File: src/design/mcr_pkg.sv
// ----------------------------------------------------------------------------
// Midpoint circle rasterizer package
// Shared widths, register indexes, the request type and the bounds check.
// ----------------------------------------------------------------------------
`default_nettype none

package mcr_pkg;

    localparam int COORD_BITS = 9;
    localparam int RAD_BITS   = 6;
    localparam int CFG_BITS   = 10;
    localparam int PT_BITS    = 2 * COORD_BITS;
    localparam int OFS_BITS   = RAD_BITS + 1;
    localparam int DEC_BITS   = 12;
    localparam int SUM_BITS   = COORD_BITS + 2;
    localparam int CMP_BITS   = (COORD_BITS > CFG_BITS) ? COORD_BITS : CFG_BITS;
    localparam int STEP_BITS  = 6;
    localparam int NUM_PTS    = 8;

    localparam logic [STEP_BITS-1:0] STEP_LAST = {STEP_BITS{1'b1}};
    localparam logic [CFG_BITS-1:0]  SIZE_RESET = CFG_BITS'(400);

    localparam logic REG_WIDTH  = 1'b0;
    localparam logic REG_HEIGHT = 1'b1;

    typedef struct packed {
        logic [COORD_BITS-1:0]      cx;
        logic [COORD_BITS-1:0]      cy;
        logic [RAD_BITS-1:0]        r;
        logic signed [DEC_BITS-1:0] d_init;
    } req_t;

    typedef struct packed {
        logic [CFG_BITS-1:0] width;
        logic [CFG_BITS-1:0] height;
    } img_cfg_t;

    function automatic logic coord_inside(input logic signed [SUM_BITS-1:0] v,
                                          input logic [CFG_BITS-1:0] limit);
        logic [CMP_BITS-1:0] lo;
        logic [CMP_BITS-1:0] lim;
        lo  = CMP_BITS'(v[COORD_BITS-1:0]);
        lim = CMP_BITS'(limit);
        return (v[SUM_BITS-1:COORD_BITS] == '0) && (lo < lim);
    endfunction

endpackage

`default_nettype wire

File: src/design/mcr_front.sv
// ----------------------------------------------------------------------------
// Midpoint circle rasterizer front end
// Accepts circle items and forms the queued request with its start decision.
// ----------------------------------------------------------------------------
`default_nettype none

module mcr_front (
    input  wire logic                          in_valid,
    output logic                               in_stall,
    input  wire logic [mcr_pkg::COORD_BITS-1:0] center_x,
    input  wire logic [mcr_pkg::COORD_BITS-1:0] center_y,
    input  wire logic [mcr_pkg::RAD_BITS-1:0]   radius,
    input  wire logic                          q_full,
    output logic                               q_push,
    output mcr_pkg::req_t                      q_data
);
    import mcr_pkg::*;

    always_comb
    begin
        in_stall      = q_full;
        q_push        = in_valid && !q_full;
        q_data.cx     = center_x;
        q_data.cy     = center_y;
        q_data.r      = radius;
        q_data.d_init = DEC_BITS'(3) - $signed(DEC_BITS'({radius, 1'b0}));
    end

endmodule

`default_nettype wire

File: src/design/mcr_queue.sv
// ----------------------------------------------------------------------------
// Midpoint circle rasterizer request queue
// Two-entry queue that decouples the front end from the step engine.
// ----------------------------------------------------------------------------
`default_nettype none

module mcr_queue (
    input  wire logic          clk,
    input  wire logic          rst_n,
    input  wire logic          push,
    input  wire mcr_pkg::req_t push_data,
    output logic               full,
    input  wire logic          pop,
    output logic               avail,
    output mcr_pkg::req_t      head
);
    import mcr_pkg::*;

    req_t       entry_reg [2];
    logic       wr_ptr_reg;
    logic       wr_ptr_next;
    logic       rd_ptr_reg;
    logic       rd_ptr_next;
    logic [1:0] count_reg;
    logic [1:0] count_next;

    always_comb
    begin
        full        = (count_reg == 2'd2);
        avail       = (count_reg != 2'd0);
        head        = entry_reg[rd_ptr_reg];
        wr_ptr_next = wr_ptr_reg ^ push;
        rd_ptr_next = rd_ptr_reg ^ pop;
        count_next  = count_reg + 2'(push) - 2'(pop);
    end

    always_ff @(posedge clk or negedge rst_n)
    begin
        if (!rst_n)
        begin
            wr_ptr_reg <= 1'b0;
            rd_ptr_reg <= 1'b0;
            count_reg  <= 2'd0;
        end
        else
        begin
            wr_ptr_reg <= wr_ptr_next;
            rd_ptr_reg <= rd_ptr_next;
            count_reg  <= count_next;
        end
    end

    always_ff @(posedge clk)
    begin
        if (push)
        begin
            entry_reg[wr_ptr_reg] <= push_data;
        end
    end

endmodule

`default_nettype wire

File: src/design/mcr_engine.sv
// ----------------------------------------------------------------------------
// Midpoint circle rasterizer step engine
// One octant per circle, one step per unstalled cycle, into the output reg.
// ----------------------------------------------------------------------------
`default_nettype none

module mcr_engine (
    input  wire logic                      clk,
    input  wire logic                      rst_n,
    input  wire mcr_pkg::img_cfg_t         cfg,
    input  wire logic                      q_avail,
    input  wire mcr_pkg::req_t             q_head,
    output logic                           q_pop,
    output logic                           out_valid,
    input  wire logic                      out_stall,
    output logic [mcr_pkg::NUM_PTS-1:0][mcr_pkg::PT_BITS-1:0] points,
    output logic [mcr_pkg::NUM_PTS-1:0]    inside_mask,
    output logic                           last_step
);
    import mcr_pkg::*;

    logic                         busy_reg;
    logic                         busy_next;
    logic                         out_valid_reg;
    logic                         out_valid_next;
    logic [OFS_BITS-1:0]          x_reg;
    logic [OFS_BITS-1:0]          x_next;
    logic signed [OFS_BITS:0]     y_reg;
    logic signed [OFS_BITS:0]     y_next;
    logic signed [DEC_BITS-1:0]   d_reg;
    logic signed [DEC_BITS-1:0]   d_next;
    logic [STEP_BITS-1:0]         cnt_reg;
    logic [COORD_BITS-1:0]        cx_reg;
    logic [COORD_BITS-1:0]        cy_reg;
    logic [NUM_PTS-1:0][PT_BITS-1:0] pts_reg;
    logic [NUM_PTS-1:0]           mask_reg;
    logic                         last_reg;

    logic                         step;
    logic                         done;
    logic signed [DEC_BITS-1:0]   xd;
    logic signed [DEC_BITS-1:0]   yd;
    logic signed [SUM_BITS-1:0]   cxs;
    logic signed [SUM_BITS-1:0]   cys;
    logic signed [SUM_BITS-1:0]   xs;
    logic signed [SUM_BITS-1:0]   ys;
    logic signed [SUM_BITS-1:0]   px [NUM_PTS];
    logic signed [SUM_BITS-1:0]   py [NUM_PTS];
    logic [NUM_PTS-1:0][PT_BITS-1:0] pts_cur;
    logic [NUM_PTS-1:0]           mask_cur;

    always_comb
    begin
        q_pop = !busy_reg && q_avail;
        step  = busy_reg && (!out_valid_reg || !out_stall);

        xd = $signed(DEC_BITS'(x_reg));
        yd = DEC_BITS'(y_reg);
        x_next = x_reg + OFS_BITS'(1);
        if (d_reg > 0)
        begin
            d_next = d_reg + ((xd - yd) <<< 2) + DEC_BITS'(10);
            y_next = y_reg - (OFS_BITS + 1)'(1);
        end
        else
        begin
            d_next = d_reg + (xd <<< 2) + DEC_BITS'(6);
            y_next = y_reg;
        end
        done = ($signed({1'b0, x_next}) > y_next) || (cnt_reg == STEP_LAST);

        cxs = $signed(SUM_BITS'(cx_reg));
        cys = $signed(SUM_BITS'(cy_reg));
        xs  = $signed(SUM_BITS'(x_reg));
        ys  = SUM_BITS'(y_reg);
        px[0] = cxs + xs; py[0] = cys + ys;
        px[1] = cxs + xs; py[1] = cys - ys;
        px[2] = cxs - xs; py[2] = cys - ys;
        px[3] = cxs - xs; py[3] = cys + ys;
        px[4] = cxs + ys; py[4] = cys - xs;
        px[5] = cxs + ys; py[5] = cys + xs;
        px[6] = cxs - ys; py[6] = cys - xs;
        px[7] = cxs - ys; py[7] = cys + xs;
        for (int i = 0; i < NUM_PTS; i++)
        begin
            pts_cur[i]  = {px[i][COORD_BITS-1:0], py[i][COORD_BITS-1:0]};
            mask_cur[i] = coord_inside(px[i], cfg.width) && coord_inside(py[i], cfg.height);
        end

        if (step)
        begin
            busy_next = !done;
        end
        else
        begin
            busy_next = busy_reg || q_pop;
        end

        if (step)
        begin
            out_valid_next = 1'b1;
        end
        else if (!out_stall)
        begin
            out_valid_next = 1'b0;
        end
        else
        begin
            out_valid_next = out_valid_reg;
        end

        out_valid   = out_valid_reg;
        points      = pts_reg;
        inside_mask = mask_reg;
        last_step   = last_reg;
    end

    always_ff @(posedge clk or negedge rst_n)
    begin
        if (!rst_n)
        begin
            busy_reg      <= 1'b0;
            out_valid_reg <= 1'b0;
            x_reg         <= '0;
            y_reg         <= '0;
            d_reg         <= '0;
            cnt_reg       <= '0;
        end
        else
        begin
            busy_reg      <= busy_next;
            out_valid_reg <= out_valid_next;
            if (q_pop)
            begin
                x_reg   <= '0;
                y_reg   <= $signed((OFS_BITS + 1)'(q_head.r));
                d_reg   <= q_head.d_init;
                cnt_reg <= '0;
            end
            else if (step)
            begin
                x_reg   <= x_next;
                y_reg   <= y_next;
                d_reg   <= d_next;
                cnt_reg <= cnt_reg + STEP_BITS'(1);
            end
        end
    end

    always_ff @(posedge clk)
    begin
        if (q_pop)
        begin
            cx_reg <= q_head.cx;
            cy_reg <= q_head.cy;
        end
        if (step)
        begin
            pts_reg  <= pts_cur;
            mask_reg <= mask_cur;
            last_reg <= done;
        end
    end

endmodule

`default_nettype wire

File: src/design/midpoint_circle_rasterizer.sv
// ----------------------------------------------------------------------------
// Midpoint circle rasterizer
// Turns circle items into octant steps of eight symmetric pixels each.
// ----------------------------------------------------------------------------
// The input channel takes one circle item (center_x, center_y, radius) per
// handshake; in_stall rises while the two-entry request queue is full.
// Each circle yields one output item per midpoint step, about radius/sqrt(2)
// plus one items, the final one flagged by last_step. inside_mask marks the
// pixels that fall within the image size set through the register port.
// An accepted input item is written into the request queue, loaded by the
// step engine, and its first step is registered in the output register.
// The step engine produces one output item per cycle while out_stall is low
// and loads each circle before its first step; the step loop sets this rate.
// When out_stall is high the output register holds its item and the engine
// waits; input items keep being queued until the queue fills.
// Reset empties queue and output register and sets both image sizes to 400.
// The user must write registers only while the block is idle; not enforced.
// ----------------------------------------------------------------------------
`default_nettype none

module midpoint_circle_rasterizer (
    input  wire logic                           clk,
    input  wire logic                           rst_n,
    input  wire logic                           in_valid,
    output logic                                in_stall,
    input  wire logic [mcr_pkg::COORD_BITS-1:0] center_x,
    input  wire logic [mcr_pkg::COORD_BITS-1:0] center_y,
    input  wire logic [mcr_pkg::RAD_BITS-1:0]   radius,
    output logic                                out_valid,
    input  wire logic                           out_stall,
    output logic [mcr_pkg::PT_BITS-1:0]         point_0,
    output logic [mcr_pkg::PT_BITS-1:0]         point_1,
    output logic [mcr_pkg::PT_BITS-1:0]         point_2,
    output logic [mcr_pkg::PT_BITS-1:0]         point_3,
    output logic [mcr_pkg::PT_BITS-1:0]         point_4,
    output logic [mcr_pkg::PT_BITS-1:0]         point_5,
    output logic [mcr_pkg::PT_BITS-1:0]         point_6,
    output logic [mcr_pkg::PT_BITS-1:0]         point_7,
    output logic [mcr_pkg::NUM_PTS-1:0]         inside_mask,
    output logic                                last_step,
    input  wire logic                           cfg_we,
    input  wire logic                           cfg_index,
    input  wire logic [mcr_pkg::CFG_BITS-1:0]   cfg_data
);
    import mcr_pkg::*;

    img_cfg_t cfg_reg;
    img_cfg_t cfg_next;
    logic     q_full;
    logic     q_push;
    req_t     q_data;
    logic     q_pop;
    logic     q_avail;
    req_t     q_head;
    logic [NUM_PTS-1:0][PT_BITS-1:0] points;

    always_comb
    begin
        cfg_next = cfg_reg;
        if (cfg_we)
        begin
            unique case (cfg_index)
                REG_WIDTH:  cfg_next.width  = cfg_data;
                REG_HEIGHT: cfg_next.height = cfg_data;
                default:    cfg_next = cfg_reg;
            endcase
        end
    end

    always_ff @(posedge clk or negedge rst_n)
    begin
        if (!rst_n)
        begin
            cfg_reg.width  <= SIZE_RESET;
            cfg_reg.height <= SIZE_RESET;
        end
        else
        begin
            cfg_reg <= cfg_next;
        end
    end

    mcr_front u_front (
        .in_valid (in_valid),
        .in_stall (in_stall),
        .center_x (center_x),
        .center_y (center_y),
        .radius   (radius),
        .q_full   (q_full),
        .q_push   (q_push),
        .q_data   (q_data)
    );

    mcr_queue u_queue (
        .clk       (clk),
        .rst_n     (rst_n),
        .push      (q_push),
        .push_data (q_data),
        .full      (q_full),
        .pop       (q_pop),
        .avail     (q_avail),
        .head      (q_head)
    );

    mcr_engine u_engine (
        .clk         (clk),
        .rst_n       (rst_n),
        .cfg         (cfg_reg),
        .q_avail     (q_avail),
        .q_head      (q_head),
        .q_pop       (q_pop),
        .out_valid   (out_valid),
        .out_stall   (out_stall),
        .points      (points),
        .inside_mask (inside_mask),
        .last_step   (last_step)
    );

    assign point_0 = points[0];
    assign point_1 = points[1];
    assign point_2 = points[2];
    assign point_3 = points[3];
    assign point_4 = points[4];
    assign point_5 = points[5];
    assign point_6 = points[6];
    assign point_7 = points[7];

endmodule

`default_nettype wire

File: config.mk
export PLATFORM = sky130hd
export DESIGN_NAME = midpoint_circle_rasterizer
export DESIGN_NICKNAME = d
export VERILOG_FILES = /design/src/design/mcr_pkg.sv /design/src/design/mcr_front.sv /design/src/design/mcr_queue.sv /design/src/design/mcr_engine.sv /design/src/design/midpoint_circle_rasterizer.sv
export SDC_FILE = /design/constraint.sdc
export NUM_CORES = 1
export LEC_CHECK = 0
export BUFFER_PORTS_ARGS = -buffer_cell sky130_fd_sc_hd__buf_2
export CORE_MARGIN = 3
export CORE_UTILIZATION = 40
export DETAILED_ROUTE_END_ITERATION = 10
export PLACE_DENSITY = 0.65
export RECOVER_POWER = 25
export SLEW_MARGIN = 20
export SYNTH_ARGS = -nofsm -noshare
export SYNTH_HDL_FRONTEND = slang
export SYNTH_SLANG_ARGS = --single-unit
File: constraint.sdc
create_clock -name clk -period 5.4 [get_ports clk]
set_clock_uncertainty 0.1 [all_clocks]
set_input_delay 0.54 -clock clk [delete_from_list [all_inputs] [get_ports clk]]
set_output_delay 0.54 -clock clk [all_outputs]
set_load 0.03 [all_outputs]
==> impl_metrics.csv, run 1 <==
group,metric,value,unit
synthesis,syn_nets,1537,
clock_network,hold_buffers,0,
drt,routed_wl,36400,um
grt,gr-usage-all-layers,0.186,
synthesis,ys_seq_area_frac,0.433,
critical_path,start_kind,"register",
drt,viasPerCell,5.35,
synthesis,async_flop_share,0.276,
synthesis,syn_inst,1299,
drt,drt_iter0_drc,626,
clock_network,htree_levels,1,
place,gp_congestion,0.929,
sta,tns,0,ns
synthesis,synth_cell_types,68,
cells_and_area,largest_reg_flops,68,
grt,grt_pass1_vias,9952,
drt,drtPass1Iterations,5,
synthesis,ys_top_cells_by_count,"187 x ha_1, 155 x edfxtp_1, 94 x nor2_1",
floorplan,start_util,0.409,
synthesis,yosysMostFrequentCell,"ha_1",
drt,postRouteAntennaNets,0,
sta,tightest_slew,3.50,ns
cells_and_area,final-seq-area,6140,um^2
sta,setup_viol,0,
synthesis,syn_avg_cell_area,10.9,um^2
cells_and_area,multiInputGateArea,7000,um^2
sta,hold_viol,0,
grt,grt_max_degree,60,
synthesis,synth_top_area_frac,0.328,
grt,antenna_found_initial,0,
status,violations,"max-capacitance violations, max-slew violations",
critical_path,crit_end,"u_engine.inside_mask[3]$_DFFE_PP_",
cells_and_area,fillers,3312,
sta,slew_headroom,-1.33,
critical_path,crit_path_end_kind,"register",
grt,grt_pass1_wl,56300,um
critical_path,r2r_cells,13,
sta,slew_viol_final,60,
critical_path,path_class,"register to register",
critical_path,cp_max_fo,10,
drt,vias,10200,
clock_network,cts_tree,"done",
clock_network,cts_resized,0,
synthesis,yosys_warnings,0,
floorplan,pin_count,195,
critical_path,timing.rr.end,"u_engine.inside_mask[3]$_DFFE_PP_",
floorplan,die_area,37800,um^2
clock_network,clockBufferDepth,3,
clock_network,clock_latency,0.54,ns
sta,fmax,235,MHz
critical_path,critPathArrivalTime,4.47,ns
drt,wire_per_inst,19.1,um
cells_and_area,drive_above_1_share,0.190,
critical_path,crit-reg2reg-launch,"u_engine.x_reg[1]$_DFFE_PN0P_",
place,port_buffers,194,
synthesis,syn-cell-area,14200,um^2
sta,fin_crit,4.25,ns
synthesis,synth_edf_count,155,
run,drv_cap,1,
floorplan,die_h,194,um
critical_path,crit_top_cell,"a21oi_1",
critical_path,path_cells,"inv_1, fa_1, a21o_1, a21oi_1, o21bai_1, a21oi_1, xnor2_1, ha_1, o211ai_1, a21oi_1, o41ai_1, o21ai_1, a211oi_1",
critical_path,cp_data_required_time,5.63,ns
critical_path,crit_path_start,"u_engine.x_reg[1]$_DFFE_PN0P_",
clock_network,cts_buffers,24,
clock_network,cts-root-buf,"clkbuf_16",
status,run_status,"finished, violations left",
worst_hold_path,hold_path_class,"input pin to register",
synthesis,synth_ff_type,"edfxtp_1",
clock_network,clock-sinks,214,
cells_and_area,syn2layout_area_growth,12.4,%
cells_and_area,finalNetCount,1670,
sta,fin_crit_sh,0.786,
floorplan,die_w,194,um
sta,rsz0062_at_grt,"no",
floorplan,row_count,68,
synthesis,synth_top_area_cell,"edfxtp_1",
place,hpwl,28000,um
critical_path,cpPeakStageDelay,0.64,ns
critical_path,slowest_stage,"dfrtp_1",
cells_and_area,antennaDiodeCount,0,
grt,grt-ovfl-total,0,
clock_network,clk_pin_slew,0.06,ns
drt,drc,0,
synthesis,ys_ff_latch,214,
synthesis,netlist_top_cells_area,"edfxtp_1 33%, ha_1 16%, dfrtp_1 9.3%",
worst_hold_path,hold_start,"center_y[0]",
floorplan,core_area,34700,um^2
clock_network,cts_setup_buffers,0,
critical_path,rrSetupSlack,1.15,ns
-- logic make-up (layout without fill, tap and decap cells) --
logic type,Yosys count,in the layout,synth area share
xor+xnor,88,88,0.0543
mux,45,45,0.0345
flops,214,214,0.433
simple gates,260,260,0.0870
compound gates,294,294,0.137
buf+inv,200,351,0.0736
fa+ha+maj,198,198,0.180
-- metal layers --
layer / up-vias / track usage / routed length [um]
met3: 70 / 0.0215 / 1790
met1: 4894 / 0.254 / 16400
met2: 316 / 0.306 / 16700
met5: - / 0 / 0
li1: 4909 / - / -
met4: 0 / 0.0694 / 1430
-- through the flow --
stage	hold WS, ns	worst slack, ns	instances	util	cell area [um^2]
after CTS	0.0607	1.16	1905	0.460	16000
after floorplan	0.144	1.49	1299	-	14200
after detailed placement	0.368	1.23	1861	0.437	15200
after global placement	0.357	1.37	1861	0.437	15200
final	0.0886	1.15	1905	0.459	15900
after global routing	0.0662	0.783	1905	0.459	15900
-- how the worst min path moves through the flow --
stage / slack [ns] / depth (start not counted) / end
3_5_place_dp: 0.37 / 1 / u_engine.d_reg[0]$_DFFE_PN0P_
3_3_place_gp: 0.36 / 1 / u_engine.d_reg[0]$_DFFE_PN0P_
6_report: 0.09 / 1 / u_queue.entry_reg[0][18]$_DFFE_PP_
2_1_floorplan: 0.14 / 0 / cfg_reg[0]$_DFFE_PN0P_
4_1_cts: 0.06 / 1 / u_queue.entry_reg[1][32]$_DFFE_PP_
5_1_grt: 0.07 / 1 / u_queue.entry_reg[0][30]$_DFFE_PP_
-- layout make-up --
class | instances | area share
clock buffers | 30 | 0.0410
well taps | 455 | 0.0357
flip-flops and latches | 214 | 0.385
multi-input cells | 885 | 0.439
repair buffers | 207 | 0.0649
inverters | 100 | 0.0236
clock inverters | 14 | 0.0107
-- critical path, delay by kind of cell (launching register included) --
kind | cells | cell delay [ns]
compound gates | 9 | 1.94
buf+inv | 1 | 0.31
xor+xnor | 1 | 0.21
flops | 1 | 0.64
fa+ha+maj | 2 | 0.81
-- placed cells by master, fill, tap and decap left out, types with 18 or more instances in the layout --
cell type	instances
nor2b_1	25
nor2_1	94
xor2_1	18
ha_1	187
a21o_1	18
a211oi_1	22
inv_1	92
edfxtp_1	155
buf_2	176
xnor2_1	70
o21a_1	18
a21oi_1	67
dfrtp_1	53
mux2_2	31
o21ai_0	47
nor3_1	20
clkbuf_1	24
nand2_1	50
clkbuf_16	24
Power of run 1 is not shown: default switching activity piles up to over one toggle a cycle in this logic, so the estimate is an artifact.
==> inputs of run 2 (changes only) <==
==> constraint.sdc (replaced) <==
create_clock -name clk -period 3.98 [get_ports clk]
set_clock_uncertainty 0.1 [all_clocks]
set_input_delay 0.398 -clock clk [delete_from_list [all_inputs] [get_ports clk]]
set_output_delay 0.398 -clock clk [all_outputs]
set_load 0.03 [all_outputs]
==> run 2 against run 1 <==
The run still ends with max-capacitance violations, max-slew violations left. Core utilization is 1.4 points higher. Via count is 1.2% higher. Final area is 3.1% higher. Largest cell class unchanged. Highest routed layer unchanged.
==> impl_metrics.csv, run 2 (same netlist as run 1, synthesis figures left out) <==
group,metric,value,unit
cells_and_area,final_common_cell,"ha_1",
cells_and_area,drive_above_1_share,0.191,
drt,drt_iter0_drc,527,
sta,hold_viol,0,
clock_network,cts_tree,"done",
sta,tightest_slew,1.86,ns
floorplan,die_w,194,um
clock_network,cts-root-buf,"clkbuf_16",
drt,viasPerCell,5.25,
cells_and_area,syn2layout_area_growth,15.9,%
floorplan,pin_count,195,
clock_network,htree_levels,1,
cells_and_area,largest_reg_flops,68,
grt,gr-usage-all-layers,0.188,
drt,drc,0,
critical_path,path_class,"register to register",
critical_path,timing.rr.end,"u_engine.inside_mask[3]$_DFFE_PP_",
sta,fmax,264,MHz
floorplan,die_area,37800,um^2
grt,grt_pass1_vias,10100,
floorplan,row_count,68,
critical_path,rrSetupSlack,0.19,ns
critical_path,crit_path_end_kind,"register",
cells_and_area,antennaDiodeCount,0,
place,place_ws,0.108,ns
sta,tns,0,ns
critical_path,critPathArrivalTime,4.06,ns
status,run_status,"finished, violations left",
critical_path,start_kind,"register",
grt,grt-ovfl-total,0,
drt,wire_per_inst,18.7,um
critical_path,crit_path_start,"u_engine.cx_reg[0]$_DFFE_PP_",
floorplan,core_area,34700,um^2
cells_and_area,final-seq-area,6140,um^2
clock_network,clk_pin_slew,0.06,ns
critical_path,cp_max_fo,3,
grt,grt_pass1_wl,57100,um
critical_path,slowest_stage,"edfxtp_1",
floorplan,die_h,194,um
critical_path,cpPeakStageDelay,0.43,ns
drt,postRouteAntennaNets,0,
place,hpwl,28300,um
critical_path,cp_data_required_time,4.25,ns
cells_and_area,mostFrequentLayoutCells,"187 x ha_1, 163 x buf_2, 155 x edfxtp_1, 94 x nor2_1, 90 x inv_1",
cells_and_area,multiInputGateArea,7010,um^2
clock_network,clock_latency,0.56,ns
critical_path,crit_end,"u_engine.inside_mask[3]$_DFFE_PP_",
sta,setup_viol,0,
grt,grt_max_degree,58,
sta,fin_crit_sh,0.952,
status,violations,"max-capacitance violations, max-slew violations",
sta,fin_crit,3.79,ns
drt,drtPass1Iterations,5,
worst_hold_path,hold_path_class,"input pin to register",
cells_and_area,fillers,3239,
place,port_buffers,194,
clock_network,clock-sinks,214,
critical_path,path_cells,"inv_1, ha_1, inv_1, fa_1, a21o_1, a21oi_2, o21bai_1, a21oi_1, xnor2_1, ha_1, o211ai_1, a21oi_1, o41ai_2, o21ai_1, a211oi_1",
sta,slew_viol_final,30,
critical_path,r2r_cells,15,
floorplan,start_util,0.409,
critical_path,crit-reg2reg-launch,"u_engine.cx_reg[0]$_DFFE_PP_",
clock_network,clockBufferDepth,3,
sta,slew_headroom,-0.240,
place,gp_congestion,0.955,
sta,fin_ws,0.193,ns
grt,antenna_found_initial,0,
drt,vias,10300,
drt,routed_wl,36700,um
run,drv_cap,1,
clock_network,cts_buffers,26,
sta,hold_ws,0.0247,ns
cells_and_area,finalNetCount,1726,
run 2: cell type report:
cell class | instances | area share
Multi-Input combinational cell | 885 | 0.427
Inverter | 100 | 0.0231
Tap cell | 455 | 0.0346
Clock buffer | 35 | 0.0416
Clock inverter | 13 | 0.00883
Sequential cell | 214 | 0.373
Timing Repair Buffer | 261 | 0.0918
run 2: worst min path at each step:
| stage | from | slack [ns] | depth (start not counted) | to |
|---|---|---|---|---|
| floorplan | rst_n | 0.002 | 0 | cfg_reg[0]$_DFFE_PN0P_ |
| global placement | u_engine.d_reg[0]$_DFFE_PN0P_ | 0.35 | 1 | u_engine.d_reg[0]$_DFFE_PN0P_ |
| detailed placement | u_engine.d_reg[0]$_DFFE_PN0P_ | 0.35 | 1 | u_engine.d_reg[0]$_DFFE_PN0P_ |
| CTS | cfg_data[4] | 0.001 | 3 | cfg_reg[14]$_DFFE_PN1P_ |
| global route | cfg_data[4] | 0.01 | 3 | cfg_reg[14]$_DFFE_PN1P_ |
| finish | cfg_data[4] | 0.02 | 3 | cfg_reg[14]$_DFFE_PN1P_ |
run 2: timing repair:
item,4_1_cts,5_1_grt
pin swaps,0,0
cloned,0,0
gates resized for setup,1,6
setup endpoints to repair,1,7
hold buffers,30,0
buffers inserted,0,2
hold endpoints to repair,79,0
run 2: layer usage:
metal,global-route usage,part of all wire,up-vias,routed length (um)
met1,0.256,0.45,4947,16500
met4,0.0559,0.028,0,1040
met3,0.0329,0.055,58,2010
met5,0,0,-,0
met2,0.310,0.47,288,17200
li1,-,-,5016,-
run 2: critical path, delay by kind of cell, from the launching register on:
kind	cells	cell delay [ns]
AOI/OAI and AO/OA	9	1.76
xor gates and xnor gates	1	0.22
adders and majority gates	3	0.91
buffers and inverters	2	0.17
DFF	1	0.43
run 2: through the flow:
stage	utilization	area, um^2	std cells
6_report	0.474	16400	1963
3_5_place_dp	0.441	15300	1883
2_1_floorplan	-	14200	1299
5_1_grt	0.474	16400	1963
3_3_place_gp	0.441	15300	1883
4_1_cts	0.474	16500	1961
Power of run 2 is left out for the same reason.
